[src/sv/sha1_pkg.sv]
// ----------------------------------------------------------------------------
// sha1_pkg: shared types and constants of the SHA-1 hash engine
// Word types, command codes, initial vector, round constants, round control.
// ----------------------------------------------------------------------------
package sha1_pkg;

	typedef logic [31:0]      word_t;
	typedef logic [4:0][31:0] wvec5_t;
	typedef logic [3:0][31:0] kvec_t;

	localparam logic [1:0] CMD_DATA    = 2'd0;
	localparam logic [1:0] CMD_FINISH  = 2'd1;
	localparam logic [1:0] CMD_RESTART = 2'd2;

	localparam int unsigned SCHED_CELLS  = 16;
	localparam int unsigned DIGEST_WORDS = 5;

	// Index 0 is the first word (A .. E)
	localparam wvec5_t SHA1_IV = {
		32'hc3d2e1f0, 32'h10325476, 32'h98badcfe, 32'hefcdab89, 32'h67452301
	};

	localparam kvec_t SHA1_K = {
		32'hca62c1d6, 32'h8f1bbcdc, 32'h6ed9eba1, 32'h5a827999
	};

	localparam logic [7:0] PAD_BYTE = 8'h80;

	typedef struct packed {
		logic       load;   // take the chaining value into A .. E
		logic       step;   // run one round
		logic [1:0] phase;  // round group of twenty
	} round_ctl_t;

endpackage

[src/sv/sha1_wcell.sv]
// ----------------------------------------------------------------------------
// sha1_wcell: one word cell of the message schedule chain
// Holds one 32-bit schedule word; loads a block word or takes its neighbor's.
// ----------------------------------------------------------------------------
module sha1_wcell (
	input  logic            clk,
	input  logic            load,
	input  logic            shift,
	input  sha1_pkg::word_t ld_word,
	input  sha1_pkg::word_t sh_word,
	output sha1_pkg::word_t q
);
	import sha1_pkg::*;

	word_t word_q;

	always_ff @(posedge clk) begin
		if (load) begin
			word_q <= ld_word;
		end else if (shift) begin
			word_q <= sh_word;
		end
	end

	assign q = word_q;

endmodule

[src/sv/sha1_round.sv]
// ----------------------------------------------------------------------------
// sha1_round: SHA-1 round unit
// Working variables A .. E and one compression round per step.
// ----------------------------------------------------------------------------
module sha1_round (
	input  logic                 clk,
	input  sha1_pkg::round_ctl_t ctl,
	input  sha1_pkg::wvec5_t     chain,
	input  sha1_pkg::word_t      w,
	output sha1_pkg::wvec5_t     vars
);
	import sha1_pkg::*;

	word_t a_q, b_q, c_q, d_q, e_q;
	word_t f;
	word_t t;

	always_comb begin
		unique case (ctl.phase)
			2'd0:       f = (b_q & c_q) | (~b_q & d_q);
			2'd2:       f = (b_q & c_q) | (b_q & d_q) | (c_q & d_q);
			2'd1, 2'd3: f = b_q ^ c_q ^ d_q;
		endcase
		t = {a_q[26:0], a_q[31:27]} + f + e_q + w + SHA1_K[ctl.phase];
	end

	always_ff @(posedge clk) begin
		if (ctl.load) begin
			a_q <= chain[0];
			b_q <= chain[1];
			c_q <= chain[2];
			d_q <= chain[3];
			e_q <= chain[4];
		end else if (ctl.step) begin
			e_q <= d_q;
			d_q <= c_q;
			c_q <= {b_q[1:0], b_q[31:2]};
			b_q <= a_q;
			a_q <= t;
		end
	end

	assign vars = {e_q, d_q, c_q, b_q, a_q};

endmodule

[src/sv/sha1_hash_engine.sv]
// A data byte is taken while idle; the byte that fills a block stalls input
// through load, the rounds of the schedule chain and the chaining add.
// Finish: one or two blocks of compression, then one digest word per cycle while out_stall allows.
// A block costs 64 byte beats plus the compression stall, in which no byte is taken.
// Reset: control clears at once, chaining value to the initial vector, counters to
// zero; the block buffer holds no reset and needs no clearing pass.
// ----------------------------------------------------------------------------
// sha1_hash_engine: SHA-1 hasher, top level
// Byte-wide message input, padding, 80-round compression over a 16-cell
// schedule chain, and a registered digest output of five word beats.
// ----------------------------------------------------------------------------
module sha1_hash_engine (
	input  logic        clk,
	input  logic        arst_n,
	input  logic        in_valid,
	output logic        in_stall,
	input  logic [1:0]  cmd,
	input  logic [7:0]  data_byte,
	output logic        out_valid,
	input  logic        out_stall,
	output logic [31:0] digest_word,
	output logic [2:0]  word_index,
	output logic        last
);
	import sha1_pkg::*;

	// Sequencer: take beats in idle, then load / rounds / chaining add,
	// then emit five digest beats after a finish.
	typedef enum logic [4:0] {
		ST_IDLE  = 5'b00001,
		ST_LOAD  = 5'b00010,
		ST_ROUND = 5'b00100,
		ST_UPD   = 5'b01000,
		ST_EMIT  = 5'b10000
	} state_t;

	state_t     state_q;
	wvec5_t     h_q;
	word_t      buf_q [SCHED_CELLS];
	logic [5:0] fill_q;
	logic [63:0] len_q;
	logic       fin_q;   // current compression belongs to a finish
	logic       more_q;  // current block is the first of two padded blocks
	logic [4:0] cnt_q;   // round within its group of twenty
	logic [1:0] phase_q; // group of twenty
	logic [2:0] idx_q;   // next digest word to emit

	logic        out_valid_q;
	word_t       digest_word_q;
	logic [2:0]  word_index_q;
	logic        last_q;

	logic        in_acc;
	logic        out_load;
	logic        first_two;
	logic        two_blk;
	word_t       blk_first [SCHED_CELLS];
	word_t       blk_last  [SCHED_CELLS];
	word_t       ld_blk    [SCHED_CELLS];
	word_t       cell_q    [SCHED_CELLS];
	word_t       cell_in   [SCHED_CELLS];
	word_t       fb;
	wvec5_t      vars;
	round_ctl_t  rctl;

	assign in_stall = (state_q != ST_IDLE);
	assign in_acc   = in_valid && !in_stall;
	assign out_load = !out_valid_q || !out_stall;

	// A message whose tail leaves no room for the length needs two blocks
	assign two_blk   = (fill_q >= 6'd56);
	assign first_two = fin_q && two_blk && !more_q;

	// Padded block images, built byte by byte from the buffer, the fill
	// position and the big-endian bit length.
	always_comb begin
		logic [7:0] old_b;
		logic [7:0] len_b;
		logic [7:0] fst_b;
		logic [7:0] lst_b;
		for (int p = 0; p < 64; p++) begin
			old_b = buf_q[p / 4][31 - 8 * (p % 4) -: 8];
			len_b = len_q[8 * ((63 - p) % 8) +: 8];
			if (6'(p) < fill_q) begin
				fst_b = old_b;
			end else if (6'(p) == fill_q) begin
				fst_b = PAD_BYTE;
			end else begin
				fst_b = 8'h00;
			end
			if (p >= 56) begin
				lst_b = len_b;
			end else if (two_blk) begin
				lst_b = 8'h00;
			end else begin
				lst_b = fst_b;
			end
			blk_first[p / 4][31 - 8 * (p % 4) -: 8] = fst_b;
			blk_last[p / 4][31 - 8 * (p % 4) -: 8]  = lst_b;
		end
	end

	always_comb begin
		for (int i = 0; i < SCHED_CELLS; i++) begin
			if (!fin_q) begin
				ld_blk[i] = buf_q[i];
			end else if (first_two) begin
				ld_blk[i] = blk_first[i];
			end else begin
				ld_blk[i] = blk_last[i];
			end
		end
	end

	// Schedule chain: each cell hands its word to the left every round,
	// the rightmost cell takes the new expanded word.
	assign fb = cell_q[13] ^ cell_q[8] ^ cell_q[2] ^ cell_q[0];

	always_comb begin
		for (int i = 0; i < SCHED_CELLS - 1; i++) begin
			cell_in[i] = cell_q[i + 1];
		end
		cell_in[SCHED_CELLS - 1] = {fb[30:0], fb[31]};
	end

	for (genvar g = 0; g < SCHED_CELLS; g++) begin : g_cell
		sha1_wcell u_cell (
			.clk     (clk),
			.load    (state_q == ST_LOAD),
			.shift   (state_q == ST_ROUND),
			.ld_word (ld_blk[g]),
			.sh_word (cell_in[g]),
			.q       (cell_q[g])
		);
	end

	assign rctl.load  = (state_q == ST_LOAD);
	assign rctl.step  = (state_q == ST_ROUND);
	assign rctl.phase = phase_q;

	sha1_round u_round (
		.clk   (clk),
		.ctl   (rctl),
		.chain (h_q),
		.w     (cell_q[0]),
		.vars  (vars)
	);

	// Control and state registers
	always_ff @(posedge clk or negedge arst_n) begin
		if (!arst_n) begin
			state_q     <= ST_IDLE;
			h_q         <= SHA1_IV;
			fill_q      <= '0;
			len_q       <= '0;
			fin_q       <= 1'b0;
			more_q      <= 1'b0;
			cnt_q       <= '0;
			phase_q     <= '0;
			idx_q       <= '0;
			out_valid_q <= 1'b0;
		end else begin
			// Raise valid when a digest word is loaded, drop it once taken
			if (state_q == ST_EMIT && out_load) begin
				out_valid_q <= 1'b1;
			end else if (!out_stall) begin
				out_valid_q <= 1'b0;
			end
			unique case (state_q)
				ST_IDLE: begin
					if (in_acc) begin
						priority if (cmd == CMD_DATA) begin
							fill_q <= fill_q + 6'd1;
							len_q  <= len_q + 64'd8;
							fin_q  <= 1'b0;
							if (fill_q == 6'd63) begin
								state_q <= ST_LOAD;
							end
						end else if (cmd == CMD_FINISH) begin
							fin_q   <= 1'b1;
							more_q  <= 1'b0;
							state_q <= ST_LOAD;
						end else if (cmd == CMD_RESTART) begin
							h_q    <= SHA1_IV;
							fill_q <= '0;
							len_q  <= '0;
						end else begin
							// drop the unused command code
						end
					end
				end
				ST_LOAD: begin
					more_q  <= first_two;
					cnt_q   <= '0;
					phase_q <= '0;
					state_q <= ST_ROUND;
				end
				ST_ROUND: begin
					if (cnt_q == 5'd19) begin
						cnt_q   <= '0;
						phase_q <= phase_q + 2'd1;
						if (phase_q == 2'd3) begin
							state_q <= ST_UPD;
						end
					end else begin
						cnt_q <= cnt_q + 5'd1;
					end
				end
				ST_UPD: begin
					for (int i = 0; i < DIGEST_WORDS; i++) begin
						h_q[i] <= h_q[i] + vars[i];
					end
					if (fin_q && more_q) begin
						state_q <= ST_LOAD;
					end else if (fin_q) begin
						idx_q   <= '0;
						state_q <= ST_EMIT;
					end else begin
						state_q <= ST_IDLE;
					end
				end
				ST_EMIT: begin
					if (out_load) begin
						idx_q <= idx_q + 3'd1;
						if (idx_q == 3'(DIGEST_WORDS - 1)) begin
							state_q <= ST_IDLE;
						end
					end
				end
			endcase
		end
	end

	// Block buffer: byte writes in idle, last padded block written back on finish
	always_ff @(posedge clk) begin
		if (state_q == ST_IDLE && in_acc && cmd == CMD_DATA) begin
			buf_q[fill_q[5:2]][31 - 8 * fill_q[1:0] -: 8] <= data_byte;
		end else if (state_q == ST_LOAD && fin_q && !first_two) begin
			buf_q <= blk_last;
		end
	end

	// Output register: advance only when the beat slot is free
	always_ff @(posedge clk) begin
		if (state_q == ST_EMIT && out_load) begin
			digest_word_q <= h_q[idx_q];
			word_index_q  <= idx_q;
			last_q        <= (idx_q == 3'(DIGEST_WORDS - 1));
		end
	end

	assign out_valid   = out_valid_q;
	assign digest_word = digest_word_q;
	assign word_index  = word_index_q;
	assign last        = last_q;

endmodule

[config.mk]
export PLATFORM = sky130hd
export DESIGN_NAME = sha1_hash_engine
export DESIGN_NICKNAME = d
export VERILOG_FILES = /design/src/sv/sha1_pkg.sv /design/src/sv/sha1_wcell.sv /design/src/sv/sha1_round.sv /design/src/sv/sha1_hash_engine.sv
export SDC_FILE = /design/constraint.sdc
export NUM_CORES = 2
export LEC_CHECK = 0
export BUFFER_PORTS_ARGS = -buffer_cell sky130_fd_sc_hd__buf_2
export CAP_MARGIN = 20
export CORE_MARGIN = 3
export CORE_UTILIZATION = 28
export CTS_CLUSTER_DIAMETER = 40
export CTS_CLUSTER_SIZE = 20
export DETAILED_ROUTE_END_ITERATION = 12
export GPL_TIMING_DRIVEN = 0
export SLEW_MARGIN = 0
export SYNTH_ARGS = -nofsm -noshare
export SYNTH_HDL_FRONTEND = slang
export SYNTH_SLANG_ARGS = --single-unit
[constraint.sdc]
create_clock -name clk -period 30.7 [get_ports clk]
set_clock_uncertainty 0.15 [all_clocks]
set_input_delay 6.14 -clock clk [delete_from_list [all_inputs] [get_ports clk]]
set_output_delay 6.14 -clock clk [all_outputs]
set_load 0.05 [all_outputs]
==> flow_metrics.py <==
metrics = {
    "status": {
        "status": "finished, final reports clean",
    },
    "clock_network": {
        "cts_resized": 0,
        "cts_root_buffer": "clkbuf_16",
        "clock-sinks": 1465,
        "clk_path_buf_depth": 4,
        "cts_buffers": 197,
        "hold_buffers": 0,
        "clk_pin_slew_ns": 0.06,
        "postCtsSetupRepairBufs": 0,
        "clock_latency_ns": 0.89,
        "cts_tree": "done",
        "h-tree-depth": 4,
    },
    "die": {
        "ios": 52,
        "start_util_pct": 28.2,
        "die_x_um": 529,
        "row_count": 191,
        "dieHeight_um": 529,
        "fp.coreArea_sq_um": 271000,
        "dieArea_sq_um": 280000,
    },
    "hold_path": {
        "hp-class": "flop to flop",
    },
    "setup_path": {
        "worstPathArrival_ns": 10.35,
        "path_cells": "buf_2 -> clkbuf_1 -> clkinv_1 -> nor2_1 -> clkbuf_1 -> buf_1 -> o21ai_0",
        "crit_path_max_fanout": 10,
        "cp_slowest_stage_delay_ns": 0.92,
        "end_kind": "flop",
        "crit_type": "input pin to flop",
        "cp-start-kind": "input pin",
        "cp_common_cell": "clkbuf_1",
        "required_ns": 31.22,
        "slowest_stage": "clkbuf_1",
    },
    "synthesis": {
        "netlist_area_sq_um": 76600,
        "synth_edf_count": 1220,
        "synthAdderAreaFrac_pct": 6.68,
        "synthCells": 6961,
        "post-synth-top-count-cell": "edfxtp_1",
        "synth.distinct_cells": 88,
        "synth_top_area_share_pct": 47.8,
        "synth_top_family_by_area": "compound AO/OA/AOI/OAI gates",
        "syn-num-nets": 7309,
        "synthSimpleGateAreaFrac_pct": 11.2,
        "synth_seq_cells": 1465,
        "synth_common_cells": "edfxtp_1 (1220), nand2_1 (1140), o21ai_0 (764), a22o_1 (450), nor2_1 (376)",
        "synth-async-reset-ratio_pct": 16.7,
        "yosysWarnings": 0,
        "seq_area_frac_synth_pct": 55.9,
        "synthMuxAreaShare_pct": 1.93,
        "synth-compound-area-share_pct": 17.8,
        "ys.flop_type": "edfxtp_1",
        "syn_area_per_cell_sq_um": 11.0,
        "synth-xor-area-share_pct": 3.53,
        "synth_top_cell_by_area": "edfxtp_1",
        "synth_area_leaders": "edfxtp_1 (48%), nand2_1 (5.6%), dfrtp_1 (5.4%)",
    },
    "global_route": {
        "grt_pass1_wl_um": 424000,
        "grt_pass1_vias": 58246,
        "grt_max_degree": 133,
        "grt_overflow": 0,
        "antenna_found_initial": 21,
        "track_usage_pct": 20.9,
    },
    "timing": {
        "slew-limit-headroom_pct": 14.6,
        "setup_viol": 0,
        "worst_pin_slew_ns": 1.28,
        "rsz0062_at_grt": "false",
        "hold_violations": 0,
        "fmax_mhz": 102,
        "finalCriticalPeriod_ns": 9.83,
        "slew_viol_final": 0,
        "hold_ws_ns": 0.339,
        "post-route-period-util_pct": 32.0,
        "finalSetupTns_ns": 0,
    },
    "cells_and_area": {
        "syn2layout_area_growth_pct": 16.2,
        "nFillCells": 27329,
        "fin_util_pct": 32.8,
        "layout-drive-gt1-share_pct": 7.72,
        "fin_area_sq_um": 89000,
        "fin_nets": 7616,
    },
    "place": {
        "hpwl_um": 231000,
        "gp_congestion": 1.03,
        "placed_area_sq_um": 82100,
        "numPortBuffers": 51,
    },
    "routing": {
        "viasPerCell": 5.57,
        "route.detailed.drc": 0,
        "drtIter0Drc": 8201,
        "antenna_left": 0,
        "wl_um": 303000,
        "dr.pass1.iters": 10,
        "drt-wirelength-per-cell_um": 27.6,
        "vias": 61249,
    },
    "run": {
        "drv_cap": 0,
    },
}
stage by stage:
step,worst slack [ns],instances
after floorplan,14.90,6961
after global placement,7.41,10582
after detailed placement,20.22,10630
after CTS,21.13,10983
after global routing,20.92,10993
final,20.87,10997
metal layers:
layer  global-route usage (%)  share of wire (%)  wire length (um)
met1                     28.1                 41            123000
met4                     9.00                4.9             15000
met3                     4.93                 11             33100
met2                     31.9                 44            132000
met5                        0              0.022                68
cell type report:
class / count / area (sq um) / area share, %
clock buffers: 222 / 5190 / 5.83
clock inverters: 131 / 1630 / 1.83
flip-flops and latches: 1465 / 42900 / 48.1
inverters: 242 / 916 / 1.03
well taps: 3570 / 4470 / 5.02
repair buffers: 108 / 1100 / 1.23
multi-input cells: 4906 / 31500 / 35.4
plain buffers: 348 / 1320 / 1.49
diodes: 5 / 12.5 / 0.0141
state kept, by name, indices dropped and copies added (netlist names):
| name | cells |
|---|---|
| buf_q | 512 |
| g_cell.u_cell.q | 512 |
| h_q | 160 |
| len_q | 61 |
| digest_word | 32 |
| u_round.a_q | 32 |
| u_round.b_q | 32 |
| u_round.c_q | 32 |
| u_round.d_q | 32 |
| u_round.e_q | 32 |
| fill_q | 6 |
| cnt_q | 5 |
| state_q | 5 |
| idx_q | 3 |
| word_index | 3 |
| phase_q | 2 |
| fin_q | 1 |
| last | 1 |
| more_q | 1 |
| out_valid | 1 |
worst max-delay path: cells and delay by family:
kind / cells / cell delay, ns
simple gates: 1 / 0.91
compound gates: 1 / 0.22
buf+inv: 5 / 3.06
final timing paths:
| check | from | to | slack (ns) | depth (start not counted) |
|---|---|---|---|---|
| max | cmd[1] | h_q[33] | 20.87 | 7 |
| min reg2reg | idx_q[2] | word_index[2] | 0.34 | 0 |
| max in group asynchronous | arst_n | h_q[3] | 24.36 | 2 |
| min in group asynchronous | arst_n | h_q[118] | 5.09 | 1 |
| min | idx_q[2] | word_index[2] | 0.34 | 0 |
| max reg2reg | phase_q[1] | u_round.a_q[30] | 21.99 | 24 |
cell usage in the layout (no fill, tap or decap), drive strengths merged, types with 58 or more instances in the layout:
master / netlist / layout
a21o: 87 / 87
a21oi: 326 / 326
a22o: 450 / 450
a22oi: 58 / 58
and3: 69 / 69
buf: 38 / 144
clkbuf: 310 / 534
dfrtp: 164 / 164
dfstp: 81 / 81
edfxtp: 1220 / 1220
fa: 125 / 125
ha: 209 / 209
inv: 240 / 279
mux2i: 134 / 134
nand2: 1141 / 1141
nand3: 138 / 138
nor2: 377 / 377
nor3: 73 / 73
o21ai: 814 / 814
o22ai: 99 / 99
xnor2: 193 / 193
xor2: 116 / 116
logic make-up (layout without fill, tap and decap cells):
| kind of cell | Yosys count | in the layout |
|---|---|---|
| other cells | 0 | 5 |
| compound gates | 2116 | 2116 |
| simple gates | 2001 | 2001 |
| xor+xnor | 309 | 309 |
| mux | 146 | 146 |
| flops | 1465 | 1465 |
| buf+inv | 590 | 1051 |
| fa+ha+maj | 334 | 334 |
Power is left out: the tool's default activity adds up to more than one toggle a clock period on the data nets, which glitch-free logic cannot reach.
